`config.mk`:
```
export PLATFORM = sky130hd
export DESIGN_NAME = four_source_vectored_irq_controller_core
export DESIGN_NICKNAME = d
export VERILOG_FILES = /design/src/hw/rtl/fsvic_pkg.sv /design/src/hw/rtl/fsvic_engine.sv /design/src/hw/rtl/four_source_vectored_irq_controller_core.sv
export SDC_FILE = /design/constraint.sdc
export NUM_CORES = 1
export LEC_CHECK = 0
export BUFFER_PORTS_ARGS = -buffer_cell sky130_fd_sc_hd__buf_2
export CAP_MARGIN = 20
export CORE_ASPECT_RATIO = 1.4
export CORE_MARGIN = 2
export CORE_UTILIZATION = 57
export DETAILED_ROUTE_END_ITERATION = 12
export GPL_TIMING_DRIVEN = 0
export PLACE_DENSITY = 0.87
export SLEW_MARGIN = 15
export SYNTH_ARGS = -nofsm -noshare
export SYNTH_HDL_FRONTEND = slang
export SYNTH_SLANG_ARGS = --single-unit
```
`constraint.sdc`:
```
create_clock -name aclk -period 4.3 [get_ports aclk]
set_input_delay 1.29 -clock aclk [delete_from_list [all_inputs] [get_ports aclk]]
set_output_delay 1.29 -clock aclk [all_outputs]
set_load 0.005 [all_outputs]
```
`src/hw/rtl/fsvic_pkg.sv`:
```
// Shared types and constants for the four-source vectored interrupt controller.
package fsvic_pkg;

    // Beat kinds carried on s_tuser
    typedef enum logic [1:0] {
        OP_READ  = 2'd0,
        OP_WRITE = 2'd1,
        OP_LINE  = 2'd2,
        OP_ACK   = 2'd3
    } op_t;

    // Decoded register offsets
    localparam logic [3:0] ADDR_STATUS = 4'd1;
    localparam logic [3:0] ADDR_VBASE  = 4'd3;

    // Read value for undecoded offsets
    localparam logic [7:0] READ_UNDECODED = 8'hff;

    // Source bit positions, highest priority first
    localparam int SRC_FDC = 0;
    localparam int SRC_FDD = 1;
    localparam int SRC_HDC = 2;
    localparam int SRC_PRN = 3;

    // Field widths
    localparam int ADDR_W   = 4;
    localparam int DATA_W   = 8;
    localparam int SRC_W    = 2;
    localparam int NSRC     = 4;
    localparam int BASE_W   = 6;
    localparam int VEC_W    = 8;
    localparam int S_TDATA_W = 16;
    localparam int M_TDATA_W = 24;

    // One input beat, unpacked
    typedef struct packed {
        op_t                 op;
        logic [ADDR_W-1:0]   addr;
        logic [DATA_W-1:0]   write_data;
        logic [SRC_W-1:0]    source;
        logic                level;
        logic                printer_ready;
    } fsvic_item_t;

    // One result beat
    typedef struct packed {
        logic [DATA_W-1:0]   read_data;
        logic                irq_cancel;
        logic                irq_request;
        logic [VEC_W-1:0]    irq_vector;
        logic                irq_outstanding;
    } fsvic_result_t;

endpackage

```
`src/hw/rtl/fsvic_engine.sv`:
```
// Register file, priority evaluation and request tracking, one beat per cycle while take is high.
module fsvic_engine (
    input  logic                   aclk,
    input  logic                   aresetn,
    input  logic                   take,
    input  fsvic_pkg::fsvic_item_t item,
    output fsvic_pkg::fsvic_result_t result
);

    logic [fsvic_pkg::NSRC-1:0]   pending_reg, pending_next;
    logic [fsvic_pkg::NSRC-1:0]   enable_reg, enable_next;
    logic [fsvic_pkg::BASE_W-1:0] base_reg, base_next;
    logic [fsvic_pkg::VEC_W-1:0]  held_vector_reg, held_vector_next;
    logic                         held_valid_reg, held_valid_next;

    logic                         do_eval;
    logic [fsvic_pkg::NSRC-1:0]   active;
    logic [1:0]                   idx;
    logic [fsvic_pkg::VEC_W-1:0]  vec;
    logic [fsvic_pkg::DATA_W-1:0] rd;
    logic                         cancel;
    logic                         request;

    // Decode the beat and work out the new register contents
    always_comb begin
        pending_next = pending_reg;
        enable_next  = enable_reg;
        base_next    = base_reg;
        do_eval      = 1'b0;
        rd           = '0;
        unique case (item.op)
            fsvic_pkg::OP_READ: begin
                rd = fsvic_pkg::READ_UNDECODED;
                if (item.addr == fsvic_pkg::ADDR_STATUS) begin
                    rd = {pending_reg[fsvic_pkg::SRC_FDC], pending_reg[fsvic_pkg::SRC_FDD],
                          item.printer_ready, pending_reg[fsvic_pkg::SRC_HDC],
                          enable_reg[fsvic_pkg::SRC_HDC], enable_reg[fsvic_pkg::SRC_FDC],
                          enable_reg[fsvic_pkg::SRC_FDD], enable_reg[fsvic_pkg::SRC_PRN]};
                    // Status read acknowledges the printer
                    if (pending_reg[fsvic_pkg::SRC_PRN]) begin
                        pending_next[fsvic_pkg::SRC_PRN] = 1'b0;
                        do_eval = 1'b1;
                    end
                end
            end
            fsvic_pkg::OP_WRITE: begin
                if (item.addr == fsvic_pkg::ADDR_STATUS) begin
                    enable_next[fsvic_pkg::SRC_PRN] = item.write_data[0];
                    enable_next[fsvic_pkg::SRC_FDD] = item.write_data[1];
                    enable_next[fsvic_pkg::SRC_FDC] = item.write_data[2];
                    enable_next[fsvic_pkg::SRC_HDC] = item.write_data[3];
                    do_eval = 1'b1;
                end else if (item.addr == fsvic_pkg::ADDR_VBASE) begin
                    base_next = item.write_data[fsvic_pkg::DATA_W-1:2];
                end
            end
            fsvic_pkg::OP_LINE: begin
                pending_next[item.source] = item.level;
                do_eval = 1'b1;
            end
            fsvic_pkg::OP_ACK: begin
                do_eval = 1'b0;
            end
            default: begin
                do_eval = 1'b0;
            end
        endcase
    end

    // Pick the highest enabled pending source
    assign active = pending_next & enable_next;
    always_comb begin
        if (active[0])      idx = 2'd0;
        else if (active[1]) idx = 2'd1;
        else if (active[2]) idx = 2'd2;
        else                idx = 2'd3;
    end
    assign vec = {base_reg, idx};

    // Request, cancel or re-request the CPU interrupt
    always_comb begin
        held_vector_next = held_vector_reg;
        held_valid_next  = held_valid_reg;
        cancel           = 1'b0;
        request          = 1'b0;
        if (item.op == fsvic_pkg::OP_ACK) begin
            held_valid_next = 1'b0;
        end else if (do_eval) begin
            if (active == '0) begin
                cancel          = held_valid_reg;
                held_valid_next = 1'b0;
            end else if (!(held_valid_reg && held_vector_reg == vec)) begin
                cancel           = held_valid_reg;
                request          = 1'b1;
                held_vector_next = vec;
                held_valid_next  = 1'b1;
            end
        end
    end

    // Result of the current beat
    always_comb begin
        result.read_data       = rd;
        result.irq_cancel      = cancel;
        result.irq_request     = request;
        result.irq_vector      = held_valid_next ? held_vector_next : '0;
        result.irq_outstanding = held_valid_next;
    end

    // Commit state on each accepted beat
    always_ff @(posedge aclk) begin
        if (!aresetn) begin
            pending_reg     <= '0;
            enable_reg      <= '0;
            base_reg        <= '0;
            held_vector_reg <= '0;
            held_valid_reg  <= 1'b0;
        end else if (take) begin
            pending_reg     <= pending_next;
            enable_reg      <= enable_next;
            base_reg        <= base_next;
            held_vector_reg <= held_vector_next;
            held_valid_reg  <= held_valid_next;
        end
    end

endmodule

```
`src/hw/rtl/four_source_vectored_irq_controller_core.sv`:
```
// Top level of the four-source vectored interrupt controller.
//
// Input stream (s_*): one beat per bus read, bus write, source line change
// or interrupt acknowledge; s_tuser gives the kind, s_tdata the operands.
// Output stream (m_*): exactly one result beat per input beat, in order,
// carrying read data, cancel/request strobes and the outstanding vector.
//
// The result of an accepted beat is registered in the output register, or in
// the skid register while the output register is held, and offered on m_*
// from there. Throughput is one beat per cycle while s_tready is high.
// A two-entry output (result register plus skid register) keeps s_tready
// high while one result waits; s_tready drops only when both are full, so
// a stalled receiver holds the block after two results.
//
// Reset (aresetn low, synchronous) clears pending and enable bits, the
// vector base and the remembered request, and empties the output stage.
module four_source_vectored_irq_controller_core (
    input  logic                              aclk,
    input  logic                              aresetn,
    input  logic                              s_tvalid,
    output logic                              s_tready,
    // addr[3:0], write_data[11:4], source[13:12], level[14], printer_ready[15]
    input  logic [fsvic_pkg::S_TDATA_W-1:0]   s_tdata,
    // op[1:0]
    input  logic [1:0]                        s_tuser,
    output logic                              m_tvalid,
    input  logic                              m_tready,
    // read_data[7:0], irq_cancel[8], irq_request[9], irq_vector[17:10],
    // irq_outstanding[18], zero[23:19]
    output logic [fsvic_pkg::M_TDATA_W-1:0]   m_tdata
);

    fsvic_pkg::fsvic_item_t   item;
    fsvic_pkg::fsvic_result_t result;
    fsvic_pkg::fsvic_result_t out_reg;
    fsvic_pkg::fsvic_result_t skid_reg;
    logic                     out_valid_reg;
    logic                     skid_valid_reg;
    logic                     take;
    logic                     out_free;

    // Unpack the input beat
    always_comb begin
        item.op            = fsvic_pkg::op_t'(s_tuser);
        item.addr          = s_tdata[3:0];
        item.write_data    = s_tdata[11:4];
        item.source        = s_tdata[13:12];
        item.level         = s_tdata[14];
        item.printer_ready = s_tdata[15];
    end

    assign s_tready = !skid_valid_reg;
    assign take     = s_tvalid && s_tready;
    assign out_free = !out_valid_reg || m_tready;

    fsvic_engine u_engine (
        .aclk    (aclk),
        .aresetn (aresetn),
        .take    (take),
        .item    (item),
        .result  (result)
    );

    // Output register and skid stage
    always_ff @(posedge aclk) begin
        if (!aresetn) begin
            out_valid_reg  <= 1'b0;
            skid_valid_reg <= 1'b0;
        end else if (out_free) begin
            if (skid_valid_reg) begin
                out_valid_reg  <= 1'b1;
                skid_valid_reg <= 1'b0;
            end else begin
                out_valid_reg  <= take;
            end
        end else if (take) begin
            skid_valid_reg <= 1'b1;
        end
    end

    // Payload moves without reset
    always_ff @(posedge aclk) begin
        if (out_free) begin
            out_reg <= skid_valid_reg ? skid_reg : result;
        end
        if (!out_free && take) begin
            skid_reg <= result;
        end
    end

    // Pack the result beat
    assign m_tvalid = out_valid_reg;
    assign m_tdata  = {5'd0, out_reg.irq_outstanding, out_reg.irq_vector,
                       out_reg.irq_request, out_reg.irq_cancel, out_reg.read_data};

    // Skid entry only exists behind a full output register
    a_skid_behind_out: assert property (@(posedge aclk) disable iff (!aresetn)
        skid_valid_reg |-> out_valid_reg)
        else $error("skid entry without output entry");

    // A fresh request always leaves a request outstanding
    a_request_outstanding: assert property (@(posedge aclk) disable iff (!aresetn)
        (out_valid_reg && out_reg.irq_request) |-> out_reg.irq_outstanding)
        else $error("request without outstanding flag");

    // A bare cancel leaves nothing outstanding
    a_cancel_clears: assert property (@(posedge aclk) disable iff (!aresetn)
        (out_valid_reg && out_reg.irq_cancel && !out_reg.irq_request)
            |-> !out_reg.irq_outstanding)
        else $error("cancel left a request outstanding");

    // Vector reads zero when nothing is outstanding
    a_vector_zero: assert property (@(posedge aclk) disable iff (!aresetn)
        (out_valid_reg && !out_reg.irq_outstanding) |-> (out_reg.irq_vector == '0))
        else $error("vector shown with nothing outstanding");

endmodule

```
# Yosys cells after proc, flatten, opt, wreduce, memory -nomap -nowiden
# Cells that the tools add are included.
# totals
ff_bits	63
latchBits	0
ramBits	0
mem_bits_ro	0
input_bits	22
out_inout_bits	26
wordCells	76
n_memories	0
# classes
addsub	0
mul	0
div_mod_pow	0
magnitude_cmp	2
eq_ne	6
shift	0
n_mux	36
bitwise	3
reduce_logical	12
# ops
op	count
8-bit two-way mux	7
1-bit two-way mux	19
19-bit two-way mux	1
8-bit == test	1
4-bit two-way mux	2
4-bit AND	1
4-bit bitwise mux	1
2-bit == test, second input constant	2
4-bit by 1-bit == test with 1-bit output, second input constant	1
4-bit by 2-bit == test with 1-bit output, second input constant	1
1-bit logical AND	4
4-bit logical NOT	1
2-bit two-way mux	2
1-bit case mux with 4 select lines	1
4-bit AND reduction	1
1-bit logical NOT	3
2-bit by 3-bit less-than comparator with 1-bit output, second input constant	1
3-bit two-way mux	1
1-bit demux with 2-bit select	1
2-bit by 1-bit == test with 1-bit output, second input constant	1
2-bit by 1-bit >= comparator with 1-bit output, second input constant	1
2-bit logical NOT	1
1-bit inverter	2
1-bit case mux with 2 select lines	1
other kinds (2)	2

# Logic depth before layout (Yosys ltp)
# Gate-level depths: netlist of the first run.
# logic_depth
ltp_word	18
mapped_depth	10
mapped_depth_nobuf	7

# By module
# Synthesis of the first run repeated with hierarchy kept, for this count alone.
# unflattened
hier_cells	267
hier_area_um2	3115.5
# modules_own_cells
mod	instances	cells_each	area_per_inst_um2	seq_area_each_um2
fsvic_engine	1	193	1606.5	460.4
four_source_vectored_irq_controller_core	1	74	1508.9	1181.1

# Least setup slack after synthesis of the first run
# Ideal clock, no wire load.
# synth_timing
kind	input to register
startpoint	input port s_tuser[0]
endpoint	register out_reg, in the netlist m_tdata[17], data pin
setup_ns	0.270
t_arrival_ns	3.230
t_required_ns	4.030
slack_ns	0.800
cell_stages	10
path_buffers	3
path_cell_list	buf_4 > nor4bb_1 > mux2i_1 > a21oi_2 > mux2_4 > and3b_1 > buf_2 > buf_4 > o2111ai_1 > o311ai_1
# synth_between
elab_chain_len	14
elab_cells_between_ends	25
classes_between	4 x eq/ne; 17 x mux; 1 x bitwise; 3 x reduce/logical
# synth_rtl
item	line	rtl
from (decl)	four_source_vectored_irq_controller_core.sv:25	input logic [1:0] s_tuser,
2-bit == test / 2-bit by 1-bit == test with 1-bit output (equally long branches)	fsvic_engine.sv:31	unique case (item.op)
3-bit two-way mux / 4-bit two-way mux (equally long branches)	fsvic_engine.sv:31	
4-bit AND	fsvic_engine.sv:71	assign active = pending_next & enable_next;
1-bit two-way mux	fsvic_engine.sv:75	else if (active[2]) idx = 2'd2;
2-bit two-way mux	fsvic_engine.sv:74	else if (active[1]) idx = 2'd1;
2-bit two-way mux	fsvic_engine.sv:73	if (active[0]) idx = 2'd0;
8-bit == test	fsvic_engine.sv:92	end else if (!(held_valid_reg && held_vector_reg == vec)) begin
1-bit logical AND	fsvic_engine.sv:92	
8-bit two-way mux / 1-bit two-way mux (equally long branches)	fsvic_engine.sv:92	
8-bit two-way mux / 1-bit two-way mux (equally long branches)	fsvic_engine.sv:89	if (active == '0) begin
8-bit two-way mux / 1-bit two-way mux (equally long branches)	fsvic_engine.sv:88	end else if (do_eval) begin
8-bit two-way mux / 1-bit two-way mux (equally long branches)	fsvic_engine.sv:86	if (item.op == fsvic_pkg::OP_ACK) begin
8-bit two-way mux (*)	fsvic_engine.sv:106	result.irq_vector = held_valid_next ? held_vector_next : '0;
19-bit two-way mux (*)	four_source_vectored_irq_controller_core.sv:84	out_reg <= skid_valid_reg ? skid_reg : result;
to (signal assigned)	four_source_vectored_irq_controller_core.sv:84	
to (decl)	four_source_vectored_irq_controller_core.sv:35	fsvic_pkg::fsvic_result_t out_reg;
# Every way passes the cells marked *; elsewhere a longest branch is shown, timed or not.
# A chain may end at the register's enable or synchronous reset.

# Worst setup path in the final report of the first run
# layout_timing
startpoint	input port s_tuser[0]
endpoint	register out_reg, in the netlist m_tdata[14], data pin
# Same word-level chain as after synthesis.

==> results_dict.tcl, run 1 <==
set metrics [dict create \
    synth_top_flop_cell "sky130_fd_sc_hd__edfxtp_1" \
    num-nets-final 387 \
    initialDrtViolationCount 206 \
    internal_power_mw 1.05 \
    cts_inserted_buffers 9 \
    final_critical_path_setup_slack_ns 0.666 \
    drt_pre_antenna_iters 5 \
    grt_max_degree 23 \
    hold_path_end "u_engine.held_vector_reg[4]" \
    power_switching_share 0.215 \
    first_global_vias 2569 \
    final_min_period_over_clock_period 0.845 \
    boundaryPins 48 \
    initial_standard_cell_utilization_of_the_core 0.593 \
    worstHoldPathCells 2 \
    yosys_warnings 0 \
    cts.repair.resized 0 \
    postLayoutCellArea_sq_um 3870 \
    reg2regPathDepth 8 \
    global_route_wire_length_before_repair_microns 12100 \
    post_synth_num_cell_types 52 \
    dp_worst_slack_ns 0.358 \
    htreeDepth 3 \
    critPathCaptureType "register" \
    synth_top_family_by_area "simple AND/OR/NAND/NOR gates" \
    post_synth.cell_area_avg_sq_um 10.8 \
    post_synth_xor_area_fraction 0.0159 \
    die_w_microns 68.3 \
    pwr-share-seq 0.495 \
    maxCapViolCount 0 \
    synth_mux_area_frac 0.105 \
    cts.repair_timing.setup_buffer_count 0 \
    footprint_of_the_multi_input_gates_sq_um 1530 \
    remaining_drc_errors 0 \
    worstReg2RegStart "u_engine.base_reg[5]" \
    synth_simple_gate_area_share 0.172 \
    critical_path_peak_fanout 10 \
    post-route-min-period_ns 3.63 \
    antenna_cells_inserted 0 \
    hold_slack_ns 0.521 \
    reg2reg_setup_slack_ns 1.77 \
    dieHeight_microns 94.1 \
    globalRouteTotalUtil 0.259 \
    finish.utilization 0.696 \
    hp-start "u_engine.held_vector_reg[4]" \
    final-max-slew-violation-count 0 \
    synth-async-reset-ratio 0 \
    routedWlPerCell_microns 17.1 \
    port-buffer-count 42 \
    timing.final.setup_violations 0 \
    antenna_found_initial 0 \
    p_sw_mw 0.288 \
    maximum_resistive_drop_on_vdd_uv 253 \
    layout-drive-gt1-share 0.259 \
    critPathLaunchType "primary input" \
    synth-compound-area-share 0.163 \
    dp.cells 421 \
    path_class "in -> reg" \
    critical_path_arrival_ns 3.75 \
    fmax_mhz 275 \
    final.fill_count 415 \
    placement_rows 32 \
    final_hold_viol_count 0 \
    tritoncts_num_sinks 63 \
    vias 2657 \
    core_sq_um 5570 \
    ant_nets 0 \
    syn-cell-area_sq_um 3300 \
    min-delay-path-class "reg -> reg" \
    maxSlewHeadroom 0.614 \
    cts_root_buf "sky130_fd_sc_hd__clkbuf_8" \
    cts-root-to-sink-buffers 2 \
    number_of_synthesized_flops_with_an_enable_pin 38 \
    syn_inst 306 \
    grt_overflow_total 0 \
    finalNonFillerCells 438 \
    totalNegativeSetupSlack_ns 0 \
    ys_seq_area_frac 0.497 \
    drt-total-wl_microns 7490 \
    final.setup_skew_ns 0.00879 \
    cts_tree "done" \
    synthAdderAreaFrac 0 \
    power.combinational.fraction 0.073 \
    clkLatencyLatePin_ns 0.35 \
    place_congestion 0.901 \
    unrepaired_setup_endpoints_after_global_routing "false" \
    synth-seq-cells 63 \
    detailed_place.area_sq_um 3630 \
    die_area_sq_um 6430 \
    p_leak_nw 1.47 \
    syn_to_final_growth_pct 17.2 \
    outcome "complete, no violations" \
    power_total_mw 1.34 \
    ff_latch_area_sq_um 1640 \
    vias_per_cell 6.07 \
    tightest_slew_ns 0.579 \
    power_density_nw_per_um2 347 \
    post-dp-hpwl_microns 5200 \
    ctsHoldBuffers 0 \
    required_ns 4.42 \
    cts.clk_slew.worst_paths_ns 0.07 \
    worstReg2RegEnd "m_tdata[14]" \
    clockPowerShare 0.433 \
]
-- worst max path at each step --
stage	start	to	slack, ns	cells past startpoint
CTS	s_tuser[0]	m_tdata[16]	0.72	10
detailed placement	s_tdata[1]	m_tdata[16]	0.36	11
global route	s_tdata[13]	m_tdata[16]	0.55	10
finish	s_tuser[0]	m_tdata[14]	0.67	10
global placement	s_tdata[1]	m_tdata[16]	0.42	11
floorplan	s_tuser[0]	m_tdata[17]	0.80	10
-- cell usage in the layout (no fill, tap or decap), types with 3 or more instances in the layout --
master / count
sky130_fd_sc_hd__clkbuf_1: 9
sky130_fd_sc_hd__clkbuf_8: 10
sky130_fd_sc_hd__nand3_1: 7
sky130_fd_sc_hd__buf_1: 3
sky130_fd_sc_hd__buf_2: 49
sky130_fd_sc_hd__mux2_2: 8
sky130_fd_sc_hd__nor2b_1: 17
sky130_fd_sc_hd__nor2_1: 11
sky130_fd_sc_hd__o21a_1: 8
sky130_fd_sc_hd__nand2_1: 42
sky130_fd_sc_hd__edfxtp_1: 38
sky130_fd_sc_hd__o211ai_1: 8
sky130_fd_sc_hd__o21ai_0: 12
sky130_fd_sc_hd__o31ai_1: 3
sky130_fd_sc_hd__conb_1: 5
sky130_fd_sc_hd__o2111ai_1: 8
sky130_fd_sc_hd__buf_4: 9
sky130_fd_sc_hd__dfxtp_1: 25
sky130_fd_sc_hd__nand4_1: 3
sky130_fd_sc_hd__o311ai_1: 8
sky130_fd_sc_hd__xnor2_1: 4
sky130_fd_sc_hd__a21oi_1: 10
sky130_fd_sc_hd__mux2i_1: 24
-- synthesized netlist by cell type, types with 2 or more instances --
cell type | number | area [sq um]
sky130_fd_sc_hd__inv_1 | 2 | 7.51
sky130_fd_sc_hd__nand3_1 | 7 | 35.0
sky130_fd_sc_hd__o311ai_1 | 8 | 70.1
sky130_fd_sc_hd__nor4bb_1 | 2 | 20.0
sky130_fd_sc_hd__edfxtp_1 | 38 | 1140
sky130_fd_sc_hd__a21boi_0 | 2 | 15.0
sky130_fd_sc_hd__buf_4 | 9 | 67.6
sky130_fd_sc_hd__o31ai_1 | 3 | 22.5
sky130_fd_sc_hd__clkbuf_1 | 7 | 26.3
sky130_fd_sc_hd__a21oi_1 | 10 | 50.1
sky130_fd_sc_hd__dfxtp_1 | 25 | 500
sky130_fd_sc_hd__a21oi_2 | 2 | 17.5
sky130_fd_sc_hd__xor2_1 | 2 | 17.5
sky130_fd_sc_hd__o211a_1 | 2 | 20.0
sky130_fd_sc_hd__nor4b_2 | 2 | 30.0
sky130_fd_sc_hd__o21ai_0 | 12 | 60.1
sky130_fd_sc_hd__xnor2_1 | 4 | 35.0
sky130_fd_sc_hd__buf_2 | 7 | 35.0
sky130_fd_sc_hd__nand3b_1 | 2 | 15.0
sky130_fd_sc_hd__nor2_1 | 12 | 45.0
sky130_fd_sc_hd__buf_1 | 3 | 11.3
sky130_fd_sc_hd__mux2i_1 | 24 | 240
sky130_fd_sc_hd__o211ai_1 | 8 | 60.1
sky130_fd_sc_hd__o21ai_1 | 2 | 10.0
sky130_fd_sc_hd__o2111ai_1 | 8 | 70.1
sky130_fd_sc_hd__nor3b_1 | 2 | 15.0
sky130_fd_sc_hd__o21a_1 | 8 | 60.1
sky130_fd_sc_hd__nor2b_1 | 17 | 106
sky130_fd_sc_hd__nand2_1 | 42 | 158
sky130_fd_sc_hd__mux2_2 | 8 | 90.1
sky130_fd_sc_hd__nand2b_1 | 2 | 12.5
sky130_fd_sc_hd__and2_1 | 2 | 12.5
sky130_fd_sc_hd__nand4_1 | 3 | 18.8
-- power groups by stage --
| stage | Sequential, mW | Clock [mW] | Combinational, mW |
|---|---|---|---|
| 2_1_floorplan | 0.679 | 0 | 0.0516 |
| 3_3_place_gp | 0.677 | 0 | 0.0914 |
| 3_5_place_dp | 0.678 | 0 | 0.0952 |
| 4_1_cts | 0.664 | 0.584 | 0.0958 |
| 5_1_grt | 0.666 | 0.610 | 0.108 |
| 6_report | 0.664 | 0.580 | 0.0976 |
-- layout make-up --
cell class	instances	area share
flip-flops and latches	63	0.424
multi-input cells	218	0.394
repair buffers	44	0.0611
clock buffers	14	0.0504
plain buffers	26	0.0362
well taps	68	0.0220
clock inverters	2	0.00905
inverters	3	0.00291
-- worst max-delay path, cell delays in order --
cell                       delay (ns)
sky130_fd_sc_hd__buf_2           0.11
sky130_fd_sc_hd__buf_4           0.16
sky130_fd_sc_hd__nor4bb_1        0.34
sky130_fd_sc_hd__mux2i_1         0.15
sky130_fd_sc_hd__a21oi_2         0.29
sky130_fd_sc_hd__mux2_4          0.36
sky130_fd_sc_hd__a211oi_4        0.32
sky130_fd_sc_hd__buf_4           0.24
sky130_fd_sc_hd__nor2_4          0.09
sky130_fd_sc_hd__o311ai_1        0.39
-- cell families (layout without fill, tap and decap cells) --
| logic type | after synthesis | in the layout |
|---|---|---|
| AOI/OAI and AO/OA | 72 | 72 |
| xor gates and xnor gates | 6 | 6 |
| buffers and inverters | 29 | 89 |
| DFF | 63 | 63 |
| muxes | 33 | 33 |
| other | 1 | 5 |
| and+or+nand+nor | 102 | 102 |
-- routing by layer --
| layer | track usage | vias to the layer above | share of wire |
|---|---|---|---|
| met3 | 0.0516 | 34 | 0.048 |
| li1 | - | 1261 | - |
| met5 | 0 | - | 0 |
| met1 | 0.303 | 1240 | 0.40 |
| met4 | 0.167 | 0 | 0.050 |
| met2 | 0.420 | 122 | 0.50 |
Note: power is estimated with default switching activity, not from simulation.
==> run 2: changes to the inputs <==
Clock period 4.3 ns to 3.4 ns, I/O delays scaled along.
==> run 2 against run 1 <==
Effect of this change: die area did not move; first-iteration DRC count rose by 4.4%; register-to-register slack worse by 0.85 ns; clock skew fell by 0.00074 ns; hold slack about the same; sequential share of layout area fell by 0.31 points; via count grew 0.30%; utilization up 0.52 points; sequential cell count unchanged; design area grew 0.74%.
==> results_dict.tcl, run 2 (same netlist as run 1, synthesis figures left out) <==
set metrics [dict create \
    p_leak_nw 1.48 \
    reg2regPathDepth 9 \
    global_route_wire_length_before_repair_microns 12100 \
    final.setup_skew_ns 0.00805 \
    critPathLaunchType "primary input" \
    port-buffer-count 42 \
    globalRouteTotalUtil 0.259 \
    die_w_microns 68.3 \
    grt_overflow_total 0 \
    hold_path_end "u_engine.held_vector_reg[6]" \
    critical_path_arrival_ns 3.43 \
    cts_root_buf "sky130_fd_sc_hd__clkbuf_8" \
    die_area_sq_um 6430 \
    layout-drive-gt1-share 0.268 \
    cts_inserted_buffers 9 \
    required_ns 3.54 \
    drt-total-wl_microns 7530 \
    initial_standard_cell_utilization_of_the_core 0.593 \
    hold_slack_ns 0.521 \
    routedWlPerCell_microns 17.2 \
    initialDrtViolationCount 215 \
    maxCapViolCount 0 \
    totalNegativeSetupSlack_ns 0 \
    vias_per_cell 6.08 \
    ff_latch_area_sq_um 1640 \
    final-max-slew-violation-count 0 \
    ctsHoldBuffers 0 \
    critPathCaptureType "register" \
    reg2reg_setup_slack_ns 0.92 \
    boundaryPins 48 \
    core_sq_um 5570 \
    path_cells "buf_2, buf_4, nor4bb_1, mux2i_1, a21oi_4, mux2_4, a211oi_4, buf_4, nor2_4, o311ai_1" \
    worstReg2RegEnd "m_tdata[17]" \
    final_min_period_over_clock_period 0.966 \
    fmax_mhz 304 \
    drt_pre_antenna_iters 5 \
    footprint_of_the_multi_input_gates_sq_um 1560 \
    commonest_cells_after_routing_fill_and_taps_aside "sky130_fd_sc_hd__buf_2, sky130_fd_sc_hd__nand2_1, sky130_fd_sc_hd__edfxtp_1, sky130_fd_sc_hd__dfxtp_1, sky130_fd_sc_hd__mux2i_1" \
    tightest_slew_ns 0.593 \
    critical_path_peak_fanout 10 \
    critical_path_buf_inv_count 3 \
    cpMostUsedCell "sky130_fd_sc_hd__buf_4" \
    post-route-min-period_ns 3.29 \
    power_density_nw_per_um2 434 \
    min-delay-path-class "reg -> reg" \
    mostFrequentLayoutCell "sky130_fd_sc_hd__buf_2" \
    vias 2665 \
    post-dp-hpwl_microns 5200 \
    cts-root-to-sink-buffers 2 \
    remaining_drc_errors 0 \
    maxSlewHeadroom 0.604 \
    final_hold_viol_count 0 \
    cp_slowest_stage_delay_ns 0.37 \
    power_total_mw 1.69 \
    placement_rows 32 \
    htreeDepth 3 \
    num-nets-final 387 \
    tritoncts_num_sinks 63 \
    timing.final.setup_violations 0 \
    cts_tree "done" \
    syn_to_final_growth_pct 18.1 \
    final.fill_count 412 \
    cts.repair_timing.setup_buffer_count 0 \
    ant_nets 0 \
    path_class "in -> reg" \
    worstReg2RegStart "u_engine.base_reg[5]" \
    place_congestion 0.901 \
    hp-start "u_engine.held_vector_reg[6]" \
    maximum_resistive_drop_on_vdd_uv 311 \
    cts.repair.resized 0 \
    clkLatencyLatePin_ns 0.35 \
    critical-path-slowest-cell "sky130_fd_sc_hd__mux2i_1" \
    worstHoldPathCells 2 \
    grt_max_degree 23 \
    cts.clk_slew.worst_paths_ns 0.07 \
    crit_family "compound AO/OA/AOI/OAI gates" \
    antenna_found_initial 0 \
    unrepaired_setup_endpoints_after_global_routing "false" \
    outcome "complete, no violations" \
    antenna_cells_inserted 0 \
    dieHeight_microns 94.1 \
    first_global_vias 2569 \
]
==> run 2: cell types whose count changed in the layout (fill, tap and decap cells not counted) <==
| cell | delta |
|---|---|
| sky130_fd_sc_hd__o311ai_1 | -2 |
| sky130_fd_sc_hd__o311ai_2 | +2 |
| sky130_fd_sc_hd__a21oi_2 | -1 |
| sky130_fd_sc_hd__a21oi_4 | +1 |
| sky130_fd_sc_hd__nor4_1 | -1 |
| sky130_fd_sc_hd__nor4_2 | +1 |
==> run 2: area by class of cell <==
type / instances / share of cell area
Inverter: 3 / 0.00289
Multi-Input combinational cell: 218 / 0.399
Timing Repair Buffer: 44 / 0.0606
Sequential cell: 63 / 0.421
Clock inverter: 2 / 0.00898
Tap cell: 68 / 0.0218
Buffer: 26 / 0.0359
Clock buffer: 14 / 0.0500
==> run 2: worst max-delay path by stage <==
stage,startpoint,to,slack (ns),depth (start not counted)
global route,s_tuser[0],m_tdata[12],0.01,10
detailed placement,s_tdata[1],m_tdata[16],-0.27,11
finish,s_tuser[0],m_tdata[11],0.11,10
CTS,s_tuser[0],m_tdata[16],0.09,10
floorplan,s_tuser[0],m_tdata[17],0.17,10
global placement,s_tdata[1],m_tdata[16],-0.21,11
==> run 2: power by group <==
part           leakage [nW]  total, mW  switching [mW]  internal [mW]
combinational         0.757      0.124          0.0702         0.0536
clock                 0.117      0.731           0.284          0.447
sequential            0.605      0.840         0.00790          0.832
==> run 2: layer usage <==
layer	vias up	GRT usage	part of all wire
met3	38	0.0516	0.059
met4	0	0.167	0.054
met1	1233	0.303	0.38
li1	1251	-	-
met5	-	0	0
met2	143	0.420	0.51
==> run 2: stage by stage <==
stage          instance area (sq um)  std cells   util  setup slack, ns
2_1_floorplan                   3320        310      -            0.170
3_3_place_gp                    3610        420  0.649           -0.213
3_5_place_dp                    3630        421  0.652           -0.272
4_1_cts                         3860        437  0.693           0.0876
5_1_grt                         3900        438  0.701           0.0129
6_report                        3900        438  0.701            0.114
==> run 2: tightest hold or removal path, cell delays in order (launching register included) <==
cell,delay (ns)
sky130_fd_sc_hd__dfxtp_1,0.35
sky130_fd_sc_hd__nand2_1,0.07
sky130_fd_sc_hd__mux2i_1,0.05
